File: src/rtl/cea_pkg.sv
// ----------------------------------------------------------------------------
// Contiguous extent allocator package
// Command and result codes, field widths and shared types.
// ----------------------------------------------------------------------------
package cea_pkg;

   localparam int CMD_W   = 2;
   localparam int START_W = 12;
   localparam int LEN_W   = 13;
   localparam int SIZE_W  = 25;
   localparam int CODE_W  = 3;
   localparam int TOTAL_W = 13;
   // quotient of the size plus one for the round-up
   localparam int NEED_W  = SIZE_W + 1;

   localparam logic [CMD_W-1:0] CMD_RESIZE  = 2'd0;
   localparam logic [CMD_W-1:0] CMD_MARK    = 2'd1;
   localparam logic [CMD_W-1:0] CMD_RELEASE = 2'd2;
   localparam logic [CMD_W-1:0] CMD_REINIT  = 2'd3;

   localparam logic [CODE_W-1:0] RC_UNCHANGED  = 3'd0;
   localparam logic [CODE_W-1:0] RC_FRESH      = 3'd1;
   localparam logic [CODE_W-1:0] RC_EXTENDED   = 3'd2;
   localparam logic [CODE_W-1:0] RC_RELOCATED  = 3'd3;
   localparam logic [CODE_W-1:0] RC_SHRUNK     = 3'd4;
   localparam logic [CODE_W-1:0] RC_NO_SPACE   = 3'd5;
   localparam logic [CODE_W-1:0] RC_RANGE_DONE = 3'd6;

   typedef struct packed {
      logic              done;
      logic [NEED_W-1:0] need;
   } div_result_type;

endpackage

File: src/rtl/cea_div.sv
// ----------------------------------------------------------------------------
// Block size divider
// Rounds the byte size up to whole blocks into a registered result: a shift for the
// quotient and a test of the low bits for the round-up. The block size is a
// power of two.
// ----------------------------------------------------------------------------
module cea_div #(
   parameter int BLOCK_BYTES = 4096
) (
   input  logic                          clock,
   input  logic                          reset,
   input  logic                          start,
   input  logic [cea_pkg::SIZE_W-1:0]    dividend,
   output cea_pkg::div_result_type       result
);
   localparam int SHIFT = $clog2(BLOCK_BYTES);
   localparam logic [cea_pkg::SIZE_W-1:0] LOW_MASK = cea_pkg::SIZE_W'(BLOCK_BYTES - 1);

   logic                        done_ff;
   logic [cea_pkg::NEED_W-1:0]  need_ff, need_in;

   assign need_in = cea_pkg::NEED_W'(dividend >> SHIFT)
                  + cea_pkg::NEED_W'((dividend & LOW_MASK) != '0);

   always_ff @(posedge clock) begin
      if (reset) begin
         done_ff <= 1'b0;
      end else begin
         done_ff <= start;
      end
      if (start) begin
         need_ff <= need_in;
      end
   end

   assign result.done = done_ff;
   assign result.need = need_ff;
endmodule

File: config.mk
export PLATFORM = sky130hd
export DESIGN_NAME = cea_div
export DESIGN_NICKNAME = d
export VERILOG_FILES = /design/src/rtl/cea_pkg.sv /design/src/rtl/cea_div.sv
export SDC_FILE = /design/constraint.sdc
export NUM_CORES = 1
export LEC_CHECK = 0
export BUFFER_PORTS_ARGS = -buffer_cell sky130_fd_sc_hd__clkbuf_2
export CAP_MARGIN = 20
export CORE_MARGIN = 2
export CORE_UTILIZATION = 41
export CTS_CLUSTER_SIZE = 20
export DETAILED_ROUTE_END_ITERATION = 7
export GPL_TIMING_DRIVEN = 0
export PLACE_DENSITY = 0.79
export RECOVER_POWER = 50
export SETUP_SLACK_MARGIN = 0.1
export SLEW_MARGIN = 20
export SYNTH_ARGS = -nofsm -noshare
export SYNTH_HDL_FRONTEND = slang
export SYNTH_SLANG_ARGS = --single-unit
File: constraint.sdc
create_clock -name clock -period 2 [get_ports clock]
set_clock_uncertainty 0.1 [all_clocks]
set_input_delay 0.4 -clock clock [delete_from_list [all_inputs] [get_ports clock]]
set_output_delay 0.4 -clock clock [all_outputs]
set_load 0.01 [all_outputs]
## Yosys cells after proc, flatten, opt, wreduce, memory -nomap -nowiden

Cells that the tools add are included.

| word-level totals | value |
|---|---|
| register bits after elaboration | 27 |
| bits of input ports | 28 |
| output and inout port bits | 27 |

| operators by class | value |
|---|---|
| add/subtract/negate cells | 1 |
| reductions and logical operators | 1 |

Operator list:

| kind | count |
|---|---|
| $reduce_bool 25->1 | 1 |
| $add 13x1->14 | 1 |

## Depth between registers and ports, before layout

Gate-level depths: netlist of the first run.

| depth | value |
|---|---|
| depth after elaboration | 2 |
| depth in mapped cells | 7 |
| gate-level depth less buffers | 7 |

## Worst setup path before layout of the first run

Ideal clock, no wire load.

| path | value |
|---|---|
| path type | input to register |
| from | input dividend[2] in the netlist's numbering |
| to | register need_ff[6] in the netlist's numbering, data pin |
| setup time | 260 ps |
| data arrival time | 1,497 ps |
| path slack | 142 ps |
| cell stages on the path | 7 |
| cells stage by stage | nor4_1 nand3_1 ha_1 ha_1 nand3_2 nor2_1 xor2_1 |

| between the ends | value |
|---|---|
| longest elaborated chain between the ends | 2 |

RTL lines:

| what | line | text |
|---|---|---|
| start, declared | cea_div.sv:13 | `input logic [cea_pkg::SIZE_W-1:0] dividend,` |
| $reduce_bool 25->1 | cea_div.sv:23 | `+ cea_pkg::NEED_W'((dividend & LOW_MASK) != '0);` |
| $add 13x1->14 | cea_div.sv:23 |  |
| net need_in (one bit) | cea_div.sv:20 | `logic [cea_pkg::NEED_W-1:0] need_ff, need_in;` |
| end signal, assigned | cea_div.sv:32 | `need_ff <= need_in;` |
| end, declared | cea_div.sv:20 |  |

The timed path passes the listed nets, and every way through them passes these cells.
A chain may end at the register's enable or synchronous reset.

## Worst setup path in the final report of the first run

Same ends and word-level chain as after synthesis.

==> impl_metrics.tcl, run 1 <==
set metrics [dict create \
    num_io_pins 55 \
    start_util_pct 43.2 \
    antenna_found_initial 0 \
    final_common_cell "clkbuf_2" \
    power_density_nw_per_um2 591 \
    synth-compound-area-share_pct 0 \
    period_minus_slack_ns 1.76 \
    die_h_um 49.2 \
    layout.nets 156 \
    peakVddDrop_v 0.000264 \
    io_buffers 42 \
    grt_pass1_wl_um 2490 \
    postCtsSetupBuffers 0 \
    clk_pin_slew_ns 0.08 \
    wl_per_cell_um 9.89 \
    power.leakage_nw 0.528 \
    clockBufferDepth 2 \
    gr-total-overflow 0 \
    cap_violations 0 \
    fin_crit_sh_pct 87.9 \
    vias 641 \
    crit_path_start "dividend[2]" \
    cts_sinks 15 \
    crit_type "in -> reg" \
    drive_gt1_share_pct 46.4 \
    status "finished, final reports clean" \
    finalSetupTns_ns 0 \
    grt_usage_pct 13.2 \
    firstDrtPassIters 4 \
    grt_max_degree 16 \
    slowest_stage "nor4_1" \
    cts_hold_buf 0 \
    hold_violations 0 \
    ant_nets 0 \
    dp.cells 148 \
    crit_chain "clkbuf_2 > nor4_1 > nand3_1 > ha_1 > ha_1 > nand3_2 > nor2_1 > xor2_1" \
    hold_path.startpoint "reset" \
    max_freq_mhz 569 \
    endpoint_kind "flop" \
    synth.area.mux_share_pct 0 \
    hold_slack_ns 0.176 \
    hold-path-cell-count 2 \
    worst_pin_slew_ns 0.739 \
    slew_violations 0 \
    syn_area_um2 838 \
    hp-class "in -> reg" \
    synth_top_family_by_area "simple AND/OR/NAND/NOR gates" \
    ys_ff_latch 15 \
    yosys_warnings 0 \
    cts_tree "done" \
    synth_fa_ha_area_share_pct 2.99 \
    finalSetupViolCount 0 \
    seq_area_frac_synth_pct 52.5 \
    synth_xor_area_share_pct 11.5 \
    instances_no_fill 152 \
    drt_iter0_drc 3 \
    htreeDepth 1 \
    drc 0 \
    grt_pass1_vias 616 \
    yosysUniqueCellTypes 18 \
    die_w_um 49.2 \
    layout_common_cells "clkbuf_2 (35), edfxtp_1 (14), buf_4 (13), conb_1 (12), clkbuf_1 (8)" \
    crit_required_ns 1.92 \
    avgSynthCellArea_um2 12.3 \
    crit_fanout 5 \
    arrival_ns 1.68 \
    vias_per_cell 4.22 \
    synthSimpleGateAreaFrac_pct 19.6 \
    place_area_um2 1120 \
    cp-start-kind "input pin" \
    slew_headroom_pct 50.7 \
    antenna_cells 0 \
    synth_cells 68 \
    max_stage_delay_ns 0.28 \
    cts_resized 0 \
    grt_setup_unrepaired "false" \
    crit_top_cell "ha_1" \
    gp_congestion 0.744 \
    cts-root-buf "clkbuf_4" \
    wl_um 1500 \
    fin_area_um2 1140 \
    area_growth_syn_to_layout_pct 36.1 \
    cts_inserted_buffers 3 \
    fp.coreArea_um2 1940 \
    die-area_um2 2420 \
    rows 16 \
    dpl.hpwl_um 1290 \
]
cell families (layout without fill, tap and decap cells):
kind of cell | Yosys count | after routing
and+or+nand+nor | 23 | 23
buffers and inverters | 16 | 62
DFF | 15 | 15
xor gates and xnor gates | 11 | 11
adders and majority gates | 2 | 2
other | 1 | 12
flip-flops by register name, indices dropped and copies added (netlist names):
name and flops:
need_ff 14, done_ff 1
worst max-delay path, delay by kind of cell:
family / cells / cell delay, ns
adder cells (fa/ha/maj): 2 / 0.46
XOR/XNOR: 1 / 0.14
AND/OR/NAND/NOR: 4 / 0.61
buffers and inverters: 1 / 0.08
cell usage after synthesis:
master	count	area, um2
edfxtp_1	14	420
buf_4	13	97.6
xor2_1	7	61.3
nand3_1	4	20.0
nor2_1	4	15.0
nor3_2	4	40.0
nor4_1	4	25.0
xnor2_1	4	35.0
inv_1	3	11.3
ha_1	2	25.0
nand2_1	2	7.51
conb_1	1	3.75
dfxtp_1	1	20.0
nand3_2	1	10.0
nand4_1	1	6.26
nand4_2	1	12.5
nand4_4	1	21.3
nor2b_1	1	6.26
layer usage:
layer,part of all wire [%],GRT usage [%],vias up
met5,0,0,-
met4,0,8.10,0
met3,8.5,1.23,0
met2,55,23.2,28
met1,36,15.2,284
li1,-,-,329
layout make-up:
| type | instances | area (um2) |
|---|---|---|
| flip-flops and latches | 15 | 440 |
| inverters | 3 | 11.3 |
| repair buffers | 42 | 201 |
| well taps | 27 | 33.8 |
| clock buffers | 4 | 26.3 |
| multi-input cells | 48 | 330 |
| fillers | 190 | 801 |
| plain buffers | 13 | 97.6 |
path summary, 6_finish.rpt:
kind	end	slack (ns)
max	need_ff[6]	0.24
min	done_ff	0.18
where the power goes:
part	switching [W]	leakage [nW]	total, W	internal (W)
Clock	0.0000856	0.0150	0.000163	0.0000772
Combinational	0.0000720	0.368	0.000133	0.0000615
Sequential	0.00000606	0.145	0.000378	0.000372
Total	0.000164	0.528	0.000674	0.000510
through the flow:
stage / utilization [%] / setup WS (ns) / total power, W
3_5_place_dp: 57.9 / -0.0591 / 0.000522
6_report: 58.8 / 0.243 / 0.000674
5_1_grt: 58.8 / 0.125 / 0.000712
3_3_place_gp: 57.9 / -0.0254 / 0.000518
4_1_cts: 59.2 / 0.238 / 0.000685
2_1_floorplan: - / 0.142 / 0.000453
Note: power is estimated with default switching activity, not from simulation.
==> run 2, diff against run 1 <==
- ABC_AREA: default -> 1
- CORE_UTILIZATION: 41 -> 42
==> impl_metrics.tcl, run 2 <==
set metrics [dict create \
    drc 0 \
    ys_async_sr_fraction_pct 0 \
    gp_congestion 0.791 \
    slew_violations 0 \
    critPathTopFamily "simple AND/OR/NAND/NOR gates" \
    yosys_warnings 0 \
    finalSetupViolCount 0 \
    ys_ff_latch 15 \
    cts_sinks 15 \
    crit_top_cell "nor2_1" \
    finalSetupTns_ns 0 \
    grt_pass1_vias 745 \
    arrival_ns 1.57 \
    instances_no_fill 184 \
    antenna_cells 0 \
    cts_resized 0 \
    crit_type "in -> reg" \
    hold_path.startpoint "reset" \
    avgSynthCellArea_um2 9.03 \
    dp.cells 180 \
    wl_per_cell_um 9.73 \
    firstDrtPassIters 4 \
    seq_area_frac_synth_pct 48.8 \
    antenna_found_initial 0 \
    grt_setup_unrepaired "false" \
    gr-total-overflow 0 \
    hold_violations 0 \
    die_w_um 50.4 \
    drt_iter0_drc 9 \
    crit_fanout 3 \
    clockBufferDepth 2 \
    die-area_um2 2540 \
    period_minus_slack_ns 1.63 \
    hp-class "in -> reg" \
    wl_um 1790 \
    reg.largest.list "need_ff: 14 flops, done_ff: 1 flops" \
    status "finished, final reports clean" \
    endpoint_kind "flop" \
    crit_cells 10 \
    power.leakage_nw 0.615 \
    synth_edf_count 14 \
    vias 784 \
    place_area_um2 1190 \
    setup_slack_ns 0.370 \
    synth_largest_type_area_fraction_pct 46.5 \
    cap_violations 0 \
    yosysUniqueCellTypes 16 \
    hold-path-cell-count 2 \
    layout.nets 188 \
    hold-path-endpoint "done_ff" \
    cts_tree "done" \
    drive_gt1_share_pct 36.3 \
    syn_area_um2 903 \
    ant_nets 0 \
    area_growth_syn_to_layout_pct 33.5 \
    synth_ff_type "edfxtp_1" \
    cts-root-buf "clkbuf_4" \
    clk_pin_slew_ns 0.09 \
    fp.coreArea_um2 2000 \
    peakVddDrop_v 0.000339 \
    dpl.hpwl_um 1470 \
    synth_cells 100 \
    vias_per_cell 4.26 \
    slowest_stage "ha_1" \
    htreeDepth 1 \
    cts_inserted_buffers 3 \
    start_util_pct 45.1 \
    die_h_um 50.4 \
    crit_chain "clkbuf_2 > nor2_1 > nand2_1 > nor2_1 > nand3_1 > ha_1 > ha_1 > nand3_1 > nor2_1 > xor2_1" \
    final_common_cell "clkbuf_2" \
    crit_path_start "dividend[7]" \
    fin_crit_sh_pct 81.5 \
    crit_buf_inv 1 \
    max_freq_mhz 614 \
    synthTopCellsByCount "nand2_1 (22), edfxtp_1 (14), buf_4 (13)" \
    fin_area_um2 1210 \
    yosysMostFrequentCell "nand2_1" \
    num_io_pins 55 \
    slew_headroom_pct 49.9 \
    largest_reg_flops 14 \
    grt_max_degree 16 \
    regMostFlops "need_ff" \
    cts_hold_buf 0 \
    worst_pin_slew_ns 0.752 \
    place_ws_ns 0.0458 \
    io_buffers 42 \
    grt_usage_pct 16.1 \
    ys_top_cells_by_area "edfxtp_1 (47%), buf_4 (11%), nand2_1 (9.1%), xor2_1 (5.8%), nor2_1 (5.0%)" \
    grt_pass1_wl_um 2950 \
    power_density_nw_per_um2 575 \
    max_stage_delay_ns 0.23 \
    synth_area_leader_cell "edfxtp_1" \
    cp-start-kind "input pin" \
    crit_required_ns 1.95 \
    layout_common_cells "clkbuf_2 (35), nand2_1 (22), edfxtp_1 (14), buf_4 (13)" \
    rows 16 \
    hold_slack_ns 0.168 \
    postCtsSetupBuffers 0 \
]
-- run 2: cell types whose count changed in the layout (fill, tap and decap cells not counted), moves of 3 or more --
| cell | delta |
|---|---|
| nand2_1 | +20 |
| inv_1 | +8 |
| nor2_1 | +8 |
| nor4_1 | -4 |
| nand3_1 | +3 |
| nand4_1 | +3 |
| nor2_2 | +3 |
| nor3_2 | -3 |
| xnor2_1 | -3 |
-- run 2: cell families after synthesis --
logic type	share of synthesized area, %
other	0.415
flip-flops	48.8
buffers and inverters	15.4
AND/OR/NAND/NOR	25.9
XOR/XNOR	6.79
adder cells (fa/ha/maj)	2.77
-- run 2: per-stage QoR --
step                      util (%)  power, W
after global placement        59.4  0.000526
after floorplan                  -  0.000464
after detailed placement      59.4  0.000531
after global routing          60.3  0.000736
after CTS                     60.7  0.000706
final                         60.3  0.000694
-- run 2: worst max path at each step --
stage                             to  slack [ns]
final                     need_ff[6]        0.37
after global routing      need_ff[6]        0.20
after CTS                 need_ff[6]        0.37
after detailed placement  need_ff[6]        0.05
after global placement    need_ff[8]         0.1
after floorplan           need_ff[6]        0.25
-- run 2: cell type report --
class | instances | area (um2)
Inverter | 11 | 41.3
Clock buffer | 4 | 26.3
Buffer | 13 | 97.6
Timing Repair Buffer | 42 | 201
Sequential cell | 15 | 440
Tap cell | 27 | 33.8
Fill cell | 184 | 796
Multi-Input combinational cell | 72 | 365
-- run 2: metal layers --
metal	vias to the layer above	global-route usage, %	wire length [um]
met2	37	27.6	945
li1	413	-	-
met4	0	14.9	62
met3	7	4.17	147
met1	327	15.4	635
met5	-	0	0
-- run 2: report_power, final --
group          switching [W]  internal (W)
logic              0.0000803     0.0000634
clock network      0.0000944     0.0000775
registers         0.00000636      0.000372
